<file path="src/design/ellipse_mask_pixel_compositor_assert.svh">
// ----------------------------------------------------------------------------
// Assertion macros for the elliptical mask compositor
// Concurrent check wrappers, clocked on clk_i and disabled during reset.
// ----------------------------------------------------------------------------
`ifndef ELLIPSE_MASK_PIXEL_COMPOSITOR_ASSERT_SVH
`define ELLIPSE_MASK_PIXEL_COMPOSITOR_ASSERT_SVH

`ifndef SYNTHESIS

// The condition holds at every clock edge.
`define EMC_ASSERT_ALWAYS(label, cond, msg) \
  label: assert property (@(posedge clk_i) disable iff (!rst_ni) (cond)) else $error(msg);

// The consequent holds in the same cycle as the antecedent.
`define EMC_ASSERT_SAME(label, ante, cons, msg) \
  label: assert property (@(posedge clk_i) disable iff (!rst_ni) (ante) |-> (cons)) \
    else $error(msg);

// The consequent holds in the cycle after the antecedent.
`define EMC_ASSERT_NEXT(label, ante, cons, msg) \
  label: assert property (@(posedge clk_i) disable iff (!rst_ni) (ante) |=> (cons)) \
    else $error(msg);

`else

`define EMC_ASSERT_ALWAYS(label, cond, msg)
`define EMC_ASSERT_SAME(label, ante, cons, msg)
`define EMC_ASSERT_NEXT(label, ante, cons, msg)

`endif

`endif

</file>
<file path="src/design/emc_pkg.sv">
// ----------------------------------------------------------------------------
// emc_pkg
// Shared constants and register codes of the elliptical mask compositor.
// ----------------------------------------------------------------------------
package emc_pkg;

  // Default frame dimension; coordinates are clog2 of this wide.
  localparam int MaxDimDefault = 1024;

  // Width of one color component.
  localparam int ColorW = 8;

  // One RGB pixel, red in the lowest byte.
  localparam int PixelW = 3 * ColorW;

  // Width of the configuration register index.
  localparam int CfgIdxW = 4;

  // Cycles from a configuration register update until every derived
  // ellipse value is valid.
  localparam int GeomLat = 6;
  localparam int SettleW = $clog2(GeomLat + 1);

  typedef enum logic [CfgIdxW-1:0] {
    RegLeftEyeX    = 4'd0,
    RegLeftEyeY    = 4'd1,
    RegRightEyeX   = 4'd2,
    RegRightEyeY   = 4'd3,
    RegLeftMouthX  = 4'd4,
    RegLeftMouthY  = 4'd5,
    RegRightMouthX = 4'd6,
    RegRightMouthY = 4'd7
  } emc_reg_e;

endpackage

</file>
<file path="src/design/emc_geom.sv">
// ----------------------------------------------------------------------------
// emc_geom
// Landmark registers and the pipeline that derives the ellipse from them.
// ----------------------------------------------------------------------------
module emc_geom import emc_pkg::*; #(
  parameter int MAX_DIM = MaxDimDefault,
  localparam int CW = $clog2(MAX_DIM)
) (
  input  logic                 clk_i,
  input  logic                 rst_ni,
  input  logic                 cfg_wr_i,
  input  logic [CfgIdxW-1:0]   cfg_index_i,
  input  logic [CW-1:0]        cfg_data_i,
  output logic [CW-1:0]        xc_o,
  output logic [CW-1:0]        yc_o,
  output logic [2*CW-1:0]      a2_o,
  output logic [2*CW+1:0]      b2_o,
  output logic [4*CW+1:0]      a2b2_o,
  output logic                 nondegen_o
);

  // Division by ten as a multiply by a rounded-up reciprocal; the shift is
  // four bits wider than the dividend, which keeps the quotient exact.
  localparam int NW     = CW + 4;
  localparam int DivS   = NW + 4;
  localparam int DivM   = (2 ** DivS + 9) / 10;
  localparam int DivMW  = $clog2(DivM + 1);
  localparam int DivPW  = NW + DivMW;

  logic [CW-1:0] lex_q, ley_q, rex_q, rey_q, lmx_q, lmy_q, rmx_q, rmy_q;

  // Midpoint as the left value plus the truncated half of the signed distance.
  function automatic logic [CW-1:0] mid_trunc(input logic [CW-1:0] lo,
                                               input logic [CW-1:0] hi);
    logic signed [CW:0] diff;
    logic signed [CW:0] half;
    logic signed [CW:0] sum;
    diff = $signed({1'b0, hi}) - $signed({1'b0, lo});
    half = (diff + $signed({{CW{1'b0}}, diff[CW]})) >>> 1;
    sum  = $signed({1'b0, lo}) + half;
    return sum[CW-1:0];
  endfunction

  // Midpoint as the lower value plus half the distance.
  function automatic logic [CW-1:0] mid_low(input logic [CW-1:0] p,
                                            input logic [CW-1:0] q);
    logic [CW-1:0] lo;
    logic [CW-1:0] gap;
    lo  = (q > p) ? p : q;
    gap = (q > p) ? (q - p) : (p - q);
    return lo + {1'b0, gap[CW-1:1]};
  endfunction

  always_ff @(posedge clk_i or negedge rst_ni) begin
    if (!rst_ni) begin
      lex_q <= '0;
      ley_q <= '0;
      rex_q <= '0;
      rey_q <= '0;
      lmx_q <= '0;
      lmy_q <= '0;
      rmx_q <= '0;
      rmy_q <= '0;
    end else if (cfg_wr_i) begin
      case (cfg_index_i)
        RegLeftEyeX:    lex_q <= cfg_data_i;
        RegLeftEyeY:    ley_q <= cfg_data_i;
        RegRightEyeX:   rex_q <= cfg_data_i;
        RegRightEyeY:   rey_q <= cfg_data_i;
        RegLeftMouthX:  lmx_q <= cfg_data_i;
        RegLeftMouthY:  lmy_q <= cfg_data_i;
        RegRightMouthX: rmx_q <= cfg_data_i;
        RegRightMouthY: rmy_q <= cfg_data_i;
        default: ;
      endcase
    end
  end

  // Stage 1: eye span magnitude and the four landmark midpoints.
  logic signed [CW:0] a_d;
  logic [CW-1:0] aabs1_d;
  logic [CW-1:0] aabs1_q, xce1_q, xcm1_q, yce1_q, ycm1_q;

  assign a_d     = $signed({1'b0, rex_q}) - $signed({1'b0, lex_q});
  assign aabs1_d = a_d[CW] ? CW'(-a_d) : a_d[CW-1:0];

  // Stage 2: center and vertical landmark distance.
  logic [CW:0]   xsum_d, ysum_d;
  logic [CW-1:0] dm2_d;
  logic [CW-1:0] xc2_q, yc2_q, dm2_q, aabs2_q;

  assign xsum_d = {1'b0, xce1_q} + {1'b0, xcm1_q};
  assign ysum_d = {1'b0, yce1_q} + {1'b0, ycm1_q};
  assign dm2_d  = (ycm1_q > yce1_q) ? (ycm1_q - yce1_q) : (yce1_q - ycm1_q);

  // Stage 3: thirteen times the distance, and a squared.
  logic [NW-1:0]   n13_d, n13_q;
  logic [2*CW-1:0] a2_3_q;

  assign n13_d = (NW'(dm2_q) << 3) + (NW'(dm2_q) << 2) + NW'(dm2_q);

  // Stage 4: divide by ten.
  logic [DivPW-1:0] quot_prod_d;
  logic [CW:0]      b4_q;
  logic [2*CW-1:0]  a2_4_q;

  assign quot_prod_d = DivPW'(n13_q) * DivPW'(DivM);

  // Stage 5: b squared.
  logic [2*CW+1:0] b2_5_q;
  logic [2*CW-1:0] a2_5_q;

  // Stage 6: right-hand side of the ellipse test.
  logic [4*CW+1:0] a2b2_6_q;
  logic [2*CW+1:0] b2_6_q;
  logic [2*CW-1:0] a2_6_q;
  logic            nondegen_6_q;

  always_ff @(posedge clk_i) begin
    aabs1_q <= aabs1_d;
    xce1_q  <= mid_trunc(lex_q, rex_q);
    xcm1_q  <= mid_trunc(lmx_q, rmx_q);
    yce1_q  <= mid_low(ley_q, rey_q);
    ycm1_q  <= mid_low(lmy_q, rmy_q);

    xc2_q   <= xsum_d[CW:1];
    yc2_q   <= ysum_d[CW:1];
    dm2_q   <= dm2_d;
    aabs2_q <= aabs1_q;

    n13_q   <= n13_d;
    a2_3_q  <= (2*CW)'(aabs2_q) * (2*CW)'(aabs2_q);

    b4_q    <= quot_prod_d[DivS +: CW+1];
    a2_4_q  <= a2_3_q;

    b2_5_q  <= (2*CW+2)'(b4_q) * (2*CW+2)'(b4_q);
    a2_5_q  <= a2_4_q;

    a2b2_6_q     <= (4*CW+2)'(a2_5_q) * (4*CW+2)'(b2_5_q);
    b2_6_q       <= b2_5_q;
    a2_6_q       <= a2_5_q;
    nondegen_6_q <= (a2_5_q != '0) && (b2_5_q != '0);
  end

  assign xc_o       = xc2_q;
  assign yc_o       = yc2_q;
  assign a2_o       = a2_6_q;
  assign b2_o       = b2_6_q;
  assign a2b2_o     = a2b2_6_q;
  assign nondegen_o = nondegen_6_q;

endmodule

</file>
<file path="src/design/ellipse_mask_pixel_compositor.sv">
// ----------------------------------------------------------------------------
// ellipse_mask_pixel_compositor
// Selects the overlay or the base pixel depending on an elliptical face mask.
// ----------------------------------------------------------------------------
// The block takes one pixel request per clock while the output side is not
// stalled and the geometry has settled, and returns one composited pixel per
// request, in order. Eight landmark registers (both eyes and both mouth
// corners) define the ellipse; the derived center, axes and products are
// computed in a six-stage geometry pipeline, so after reset and after every
// landmark write the input side holds s_axis_tready low while that pipeline
// refills. Landmarks are to be written only while no pixel is in flight; the
// block does not enforce this. A pixel whose row or column is not below
// MAX_DIM, or any pixel when the ellipse collapses (eye span or scaled
// mouth-to-eye distance is zero), takes the base color.
// ----------------------------------------------------------------------------
`include "ellipse_mask_pixel_compositor_assert.svh"

module ellipse_mask_pixel_compositor import emc_pkg::*; #(
  parameter int MAX_DIM = MaxDimDefault,
  localparam int CW   = $clog2(MAX_DIM),
  localparam int InW  = 8 * ((2 * CW + 2 * PixelW + 7) / 8)
) (
  input  logic                 clk_i,
  input  logic                 rst_ni,

  // Landmark register writes.
  input  logic                 cfg_valid_i,
  output logic                 cfg_ready_o,
  input  logic [CfgIdxW-1:0]   cfg_index_i,
  input  logic [CW-1:0]        cfg_data_i,

  // Pixel requests.
  input  logic                 s_axis_tvalid,
  output logic                 s_axis_tready,
  // Fields from bit 0 up: pixel_x, pixel_y, base_red, base_green, base_blue,
  // overlay_red, overlay_green, overlay_blue, zero padding.
  input  logic [InW-1:0]       s_axis_tdata,

  // Composited pixels.
  output logic                 m_axis_tvalid,
  input  logic                 m_axis_tready,
  // Fields from bit 0 up: out_red, out_green, out_blue.
  output logic [PixelW-1:0]    m_axis_tdata,
  // Fields from bit 0 up: inside_ellipse.
  output logic                 m_axis_tuser
);

  localparam int BaseLsb    = 2 * CW;
  localparam int OverlayLsb = 2 * CW + PixelW;

  // --------------------------------------------------------------------------
  // Configuration and ellipse geometry
  // --------------------------------------------------------------------------
  logic            cfg_wr;
  logic [CW-1:0]   geom_xc, geom_yc;
  logic [2*CW-1:0] geom_a2;
  logic [2*CW+1:0] geom_b2;
  logic [4*CW+1:0] geom_a2b2;
  logic            geom_nondegen;

  // Writes are always taken; the contract keeps them out of busy periods.
  assign cfg_ready_o = 1'b1;
  assign cfg_wr      = cfg_valid_i && cfg_ready_o;

  emc_geom #(
    .MAX_DIM (MAX_DIM)
  ) u_geom (
    .clk_i       (clk_i),
    .rst_ni      (rst_ni),
    .cfg_wr_i    (cfg_wr),
    .cfg_index_i (cfg_index_i),
    .cfg_data_i  (cfg_data_i),
    .xc_o        (geom_xc),
    .yc_o        (geom_yc),
    .a2_o        (geom_a2),
    .b2_o        (geom_b2),
    .a2b2_o      (geom_a2b2),
    .nondegen_o  (geom_nondegen)
  );

  // The settle counter blocks pixel requests until the geometry pipeline
  // reflects the current landmark registers.
  logic [SettleW-1:0] settle_cnt_d, settle_cnt_q;

  always_comb begin
    settle_cnt_d = settle_cnt_q;
    if (cfg_wr) begin
      settle_cnt_d = SettleW'(GeomLat);
    end else if (settle_cnt_q != '0) begin
      settle_cnt_d = settle_cnt_q - SettleW'(1);
    end
  end

  always_ff @(posedge clk_i or negedge rst_ni) begin
    if (!rst_ni) begin
      settle_cnt_q <= SettleW'(GeomLat);
    end else begin
      settle_cnt_q <= settle_cnt_d;
    end
  end

  // --------------------------------------------------------------------------
  // Pixel pipeline
  // Stage 1 takes the distances to the center, stage 2 squares them,
  // stage 3 scales them by the opposite axis squared, and stage 4 adds,
  // compares against a^2*b^2 and picks the color. Each stage advances when
  // the one after it is empty or moving, so a stall holds everything in place.
  // --------------------------------------------------------------------------
  logic v1_q, v2_q, v3_q, v4_q;
  logic rdy1, rdy2, rdy3, rdy4;
  logic in_accept;

  assign rdy4 = !v4_q || m_axis_tready;
  assign rdy3 = !v3_q || rdy4;
  assign rdy2 = !v2_q || rdy3;
  assign rdy1 = !v1_q || rdy2;

  assign s_axis_tready = rdy1 && (settle_cnt_q == '0);
  assign in_accept     = s_axis_tvalid && s_axis_tready;

  always_ff @(posedge clk_i or negedge rst_ni) begin
    if (!rst_ni) begin
      v1_q <= 1'b0;
      v2_q <= 1'b0;
      v3_q <= 1'b0;
      v4_q <= 1'b0;
    end else begin
      if (rdy1) begin
        v1_q <= in_accept;
      end
      if (rdy2) begin
        v2_q <= v1_q;
      end
      if (rdy3) begin
        v3_q <= v2_q;
      end
      if (rdy4) begin
        v4_q <= v3_q;
      end
    end
  end

  // Stage 1: absolute offsets from the center and the frame check.
  logic [CW-1:0]       px, py;
  logic signed [CW:0]  dx_d, dy_d;
  logic [CW-1:0]       adx1_d, ady1_d;
  logic                inf1_d;
  logic [CW-1:0]       adx1_q, ady1_q;
  logic                inf1_q;
  logic [PixelW-1:0]   base1_q, ovl1_q;

  assign px     = s_axis_tdata[CW-1:0];
  assign py     = s_axis_tdata[2*CW-1:CW];
  assign dx_d   = $signed({1'b0, px}) - $signed({1'b0, geom_xc});
  assign dy_d   = $signed({1'b0, py}) - $signed({1'b0, geom_yc});
  assign adx1_d = dx_d[CW] ? CW'(-dx_d) : dx_d[CW-1:0];
  assign ady1_d = dy_d[CW] ? CW'(-dy_d) : dy_d[CW-1:0];
  assign inf1_d = ({1'b0, px} < (CW+1)'(MAX_DIM)) && ({1'b0, py} < (CW+1)'(MAX_DIM));

  // Stage 2: squared offsets.
  logic [2*CW-1:0]   dx2_q, dy2_q;
  logic              inf2_q;
  logic [PixelW-1:0] base2_q, ovl2_q;

  // Stage 3: dx^2*b^2 and dy^2*a^2.
  logic [4*CW+1:0]   p1_q;
  logic [4*CW-1:0]   p2_q;
  logic              inf3_q;
  logic [PixelW-1:0] base3_q, ovl3_q;

  // Stage 4: compare and select.
  logic [4*CW+2:0]   lhs_d;
  logic              inside4_d;
  logic [PixelW-1:0] rgb4_d;
  logic [PixelW-1:0] rgb4_q;
  logic              inside4_q;

  assign lhs_d     = (4*CW+3)'(p1_q) + (4*CW+3)'(p2_q);
  assign inside4_d = inf3_q && geom_nondegen && (lhs_d <= (4*CW+3)'(geom_a2b2));
  assign rgb4_d    = inside4_d ? ovl3_q : base3_q;

  always_ff @(posedge clk_i) begin
    if (rdy1 && in_accept) begin
      adx1_q  <= adx1_d;
      ady1_q  <= ady1_d;
      inf1_q  <= inf1_d;
      base1_q <= s_axis_tdata[BaseLsb +: PixelW];
      ovl1_q  <= s_axis_tdata[OverlayLsb +: PixelW];
    end
    if (rdy2 && v1_q) begin
      dx2_q   <= (2*CW)'(adx1_q) * (2*CW)'(adx1_q);
      dy2_q   <= (2*CW)'(ady1_q) * (2*CW)'(ady1_q);
      inf2_q  <= inf1_q;
      base2_q <= base1_q;
      ovl2_q  <= ovl1_q;
    end
    if (rdy3 && v2_q) begin
      p1_q    <= (4*CW+2)'(dx2_q) * (4*CW+2)'(geom_b2);
      p2_q    <= (4*CW)'(dy2_q) * (4*CW)'(geom_a2);
      inf3_q  <= inf2_q;
      base3_q <= base2_q;
      ovl3_q  <= ovl2_q;
    end
    if (rdy4 && v3_q) begin
      rgb4_q    <= rgb4_d;
      inside4_q <= inside4_d;
    end
  end

  assign m_axis_tvalid = v4_q;
  assign m_axis_tdata  = rgb4_q;
  assign m_axis_tuser  = inside4_q;

  // --------------------------------------------------------------------------
  // Assertions
  // --------------------------------------------------------------------------
  `EMC_ASSERT_SAME(a_settle_blocks_input, settle_cnt_q != '0, !s_axis_tready, "open in settle")
  `EMC_ASSERT_NEXT(a_cfg_write_blocks_input, cfg_wr, !s_axis_tready, "open after write")
  `EMC_ASSERT_NEXT(a_accept_fills_stage1, in_accept, v1_q, "accepted pixel lost")
  `EMC_ASSERT_ALWAYS(a_settle_in_range, settle_cnt_q <= SettleW'(GeomLat), "settle out of range")

endmodule
</file>
<file path="config.mk">
export PLATFORM = sky130hd
export DESIGN_NAME = ellipse_mask_pixel_compositor
export DESIGN_NICKNAME = d
export VERILOG_FILES = /design/src/design/emc_pkg.sv /design/src/design/emc_geom.sv /design/src/design/ellipse_mask_pixel_compositor.sv
export VERILOG_INCLUDE_DIRS = /design/src /design/src/design
export SDC_FILE = /design/constraint.sdc
export NUM_CORES = 2
export LEC_CHECK = 0
export BUFFER_PORTS_ARGS = -buffer_cell sky130_fd_sc_hd__clkbuf_2
export CAP_MARGIN = 10
export CORE_MARGIN = 2
export CORE_UTILIZATION = 65
export CTS_CLUSTER_DIAMETER = 80
export DETAILED_ROUTE_END_ITERATION = 6
export PLACE_DENSITY = 0.82
export SYNTH_ARGS = -nofsm -noshare
export SYNTH_HDL_FRONTEND = slang
export SYNTH_SLANG_ARGS = --single-unit
</file>
<file path="constraint.sdc">
create_clock -name clk_i -period 15.85 [get_ports clk_i]
set_input_delay 3.17 -clock clk_i [delete_from_list [all_inputs] [get_ports clk_i]]
set_output_delay 3.17 -clock clk_i [all_outputs]
set_load 0.005 [all_outputs]
</file>
==> results.json <==
{
  "synthMuxAreaShare_pct": 1.141,
  "gp_routability_congestion": 0.9431,
  "finalWirelength_um": 182900,
  "clock_sinks": 669,
  "synth-edff-count": 307,
  "cts_resized": 0,
  "ys_types": 88,
  "synth.top_cell.area_share_pct": 30.00,
  "viasPerCell": 5.644,
  "synthTopCellsByCount": "1608 x inv_1, 1244 x fa_1, 1052 x ha_1, 780 x and2_1, 769 x nand2_1",
  "r2r_end": "p2_q[39]",
  "crit_path_start": "u_geom.a2_o[7]",
  "cp-start-kind": "flop",
  "path_class": "flop to flop",
  "fin_nets": 10780,
  "crit_path_end": "p2_q[39]",
  "drt_iter0_markers": 3348,
  "synth_area_leader_cell": "fa_1",
  "synth_seq_cells": 669,
  "reg2reg_depth": 24,
  "grt_max_degree": 81,
  "fmax_mhz": 123.7,
  "fin_tns_setup_ns": 0,
  "setup_viol": 0,
  "numCtsBuffers": 79,
  "die_h_um": 361.4,
  "crit_path_end_kind": "flop",
  "synth.cell_area_mm2": 0.08302,
  "dp.cells": 9969,
  "antenna_found_initial": 0,
  "cp.required_ns": 16.29,
  "drive_gt1_share_pct": 5.063,
  "cp.arrival_ns": 8.52,
  "synth.area.top_cells": "fa_1 30%, ha_1 16%, edfxtp_1 11%",
  "outcome": "completed",
  "clk-insertion-delay-late_ns": 0.71,
  "hold_viol": 0,
  "area_growth_pct": 6.091,
  "clockBufferDepth": 3,
  "synth_fa_ha_area_share_pct": 45.85,
  "synth_top_family_by_area": "adder cells",
  "vias": 57090,
  "worstReg2RegStart": "u_geom.a2_o[7]",
  "firstDrtPassIters": 6,
  "cts_hold_buffers": 0,
  "worstMarginPinSlew_ns": 1.175,
  "drc_errors": 0,
  "slew_viol_final": 0,
  "finalCriticalPeriod_ns": 8.081,
  "ioPinCount": 119,
  "ant_nets": 0,
  "cts_tree": "done",
  "wl_per_cell_um": 18.08,
  "core_mm2": 0.1272,
  "h-tree-depth": 3,
  "finalCritPeriodShare_pct": 50.98,
  "post-synth-top-count-cell": "inv_1",
  "yosysSeqAreaShare_pct": 20.36,
  "maxSlewHeadroom_pct": 21.35,
  "synth_async_sr_flop_share_pct": 13.00,
  "avgSynthCellArea_um2": 9.934,
  "fin_ws_ns": 7.769,
  "grtUsageTotal_pct": 28.98,
  "path_max_fanout": 19,
  "cts_setup_buffers": 0,
  "hold_path_class": "flop to flop",
  "die_area_mm2": 0.1306,
  "synth_cells": 8357,
  "synth_compound_area_share_pct": 7.231,
  "overflow": 0,
  "grt_pass1_wl_um": 306700,
  "dp_slack_ns": 7.957,
  "initial_core_util_pct": 65.27,
  "instances_no_fill": 10120,
  "ys_warn_count": 0,
  "clkTransAtPathRegs_ns": 0.06,
  "die_w_um": 361.4,
  "io_buffers": 113,
  "fin_skew_ns": 0.05964,
  "rsz0062_at_grt": "false",
  "n_antenna_cell": 0,
  "cap_violations": 0,
  "grt_pass1_vias": 62210,
  "post_synth_xor_area_fraction_pct": 4.094,
  "hpwl_um": 143400,
  "fp-row-count": 131,
  "clockRootBuffer": "clkbuf_16",
  "synthSimpleGateAreaFrac_pct": 12.78,
  "rrSetupSlack_ns": 7.77,
  "synth_flop_cell": "edfxtp_1"
}
==> worst max-delay path, cell delays in order (launching register included) <==
cell      delay (ns)
dfxtp_1         0.98
nand2_1         0.16
fa_1            0.51
fa_1            0.56
inv_1           0.05
fa_1            0.50
inv_1           0.06
fa_1            0.53
inv_1           0.05
fa_1            0.38
fa_1            0.54
inv_1           0.05
fa_1            0.47
inv_1           0.04
ha_1            0.33
a21o_1          0.17
a21o_1          0.16
a21oi_1         0.21
o21ai_0         0.14
a31oi_1         0.32
o21ai_0         0.37
a211oi_1        0.70
nand3_1         0.16
a31oi_1         0.24
xnor2_1         0.09
==> through the flow <==
stage | cell area, µm² | hold WS (ns) | utilization [%]
floorplan | 83200 | 0.3096 | -
global placement | 85270 | 0.3103 | 67.04
detailed placement | 85270 | 0.3121 | 67.04
CTS | 88070 | 0.3253 | 69.24
global route | 88070 | 0.3276 | 69.24
finish | 88070 | 0.3241 | 69.24
==> layer usage <==
layer,up-vias,track usage [%],routed length (µm)
li1,26280,-,-
met1,28460,35.63,71350
met2,1858,51.42,92590
met3,501,3.641,11030
met4,0,12.44,7927
met5,-,0,0
==> final cells by class <==
| type | instances | area, µm² |
|---|---|---|
| Multi-Input combinational cell | 5857 | 59230 |
| Fill cell | 9073 | 39120 |
| Sequential cell | 669 | 16900 |
| Inverter | 1608 | 6036 |
| Clock buffer | 94 | 2106 |
| Tap cell | 1662 | 2079 |
| Timing Repair Buffer | 173 | 1018 |
| Clock inverter | 52 | 696.9 |
==> cell usage in the layout (no fill, tap or decap), types with 11 or more instances in the layout <==
cell type,instances
nand2_1,769
nor4_1,17
mux2_2,69
a21oi_1,299
nor2_1,185
nor2b_1,57
and2_1,777
fa_1,1244
buf_4,61
nand2b_1,46
a31oi_1,21
a31o_2,11
and3_1,38
o21bai_1,80
xor2_1,106
or2_2,15
nand3_1,76
conb_1,51
a211oi_1,16
nor3_1,44
o21a_1,37
o211ai_1,11
clkinv_2,11
a21o_1,131
a21boi_0,15
inv_1,1608
o31ai_1,12
clkbuf_16,81
mux2i_1,17
ha_1,1052
xnor2_1,282
clkbuf_2,112
o21ai_0,205
dfxtp_1,275
edfxtp_1,307
dfrtp_1,85
nand4_1,27
==> worst min-delay path by stage <==
| stage | slack, ns | depth (start not counted) | endpoint | from |
|---|---|---|---|---|
| after floorplan | 0.31 | 0 | u_geom.a2_4_q[0] | u_geom.a2_3_q[0] |
| after global placement | 0.31 | 0 | u_geom.a2_4_q[18] | u_geom.a2_3_q[18] |
| after detailed placement | 0.31 | 0 | u_geom.a2_5_q[5] | u_geom.a2_4_q[5] |
| after CTS | 0.33 | 0 | u_geom.a2_5_q[9] | u_geom.a2_4_q[9] |
| after global routing | 0.33 | 0 | u_geom.a2_5_q[12] | u_geom.a2_4_q[12] |
| final | 0.32 | 0 | u_geom.aabs2_q[4] | u_geom.aabs1_q[4] |
==> sequential cells by signal (all words and copies together) (netlist names), 21 cells and up <==
register / count
base1_q: 24
base2_q: 24
base3_q: 24
m_axis_tdata: 24
ovl1_q: 24
ovl2_q: 24
ovl3_q: 24
p1_q: 41
p2_q: 39
u_geom.a2b2_o: 41
u_geom.b2_5_q: 21
u_geom.b2_o: 21
==> kinds of logic (layout without fill, tap and decap cells) <==
| logic type | count (synthesis) | in the layout |
|---|---|---|
| other cells | 2 | 51 |
| simple gates | 2092 | 2092 |
| fa+ha+maj | 2296 | 2296 |
| mux | 86 | 86 |
| flops | 669 | 669 |
| xor+xnor | 388 | 388 |
| buf+inv | 1880 | 1927 |
| compound gates | 944 | 944 |
Power is not shown: default switching activity piles up to over one toggle a cycle in this logic, so the estimate is an artifact.
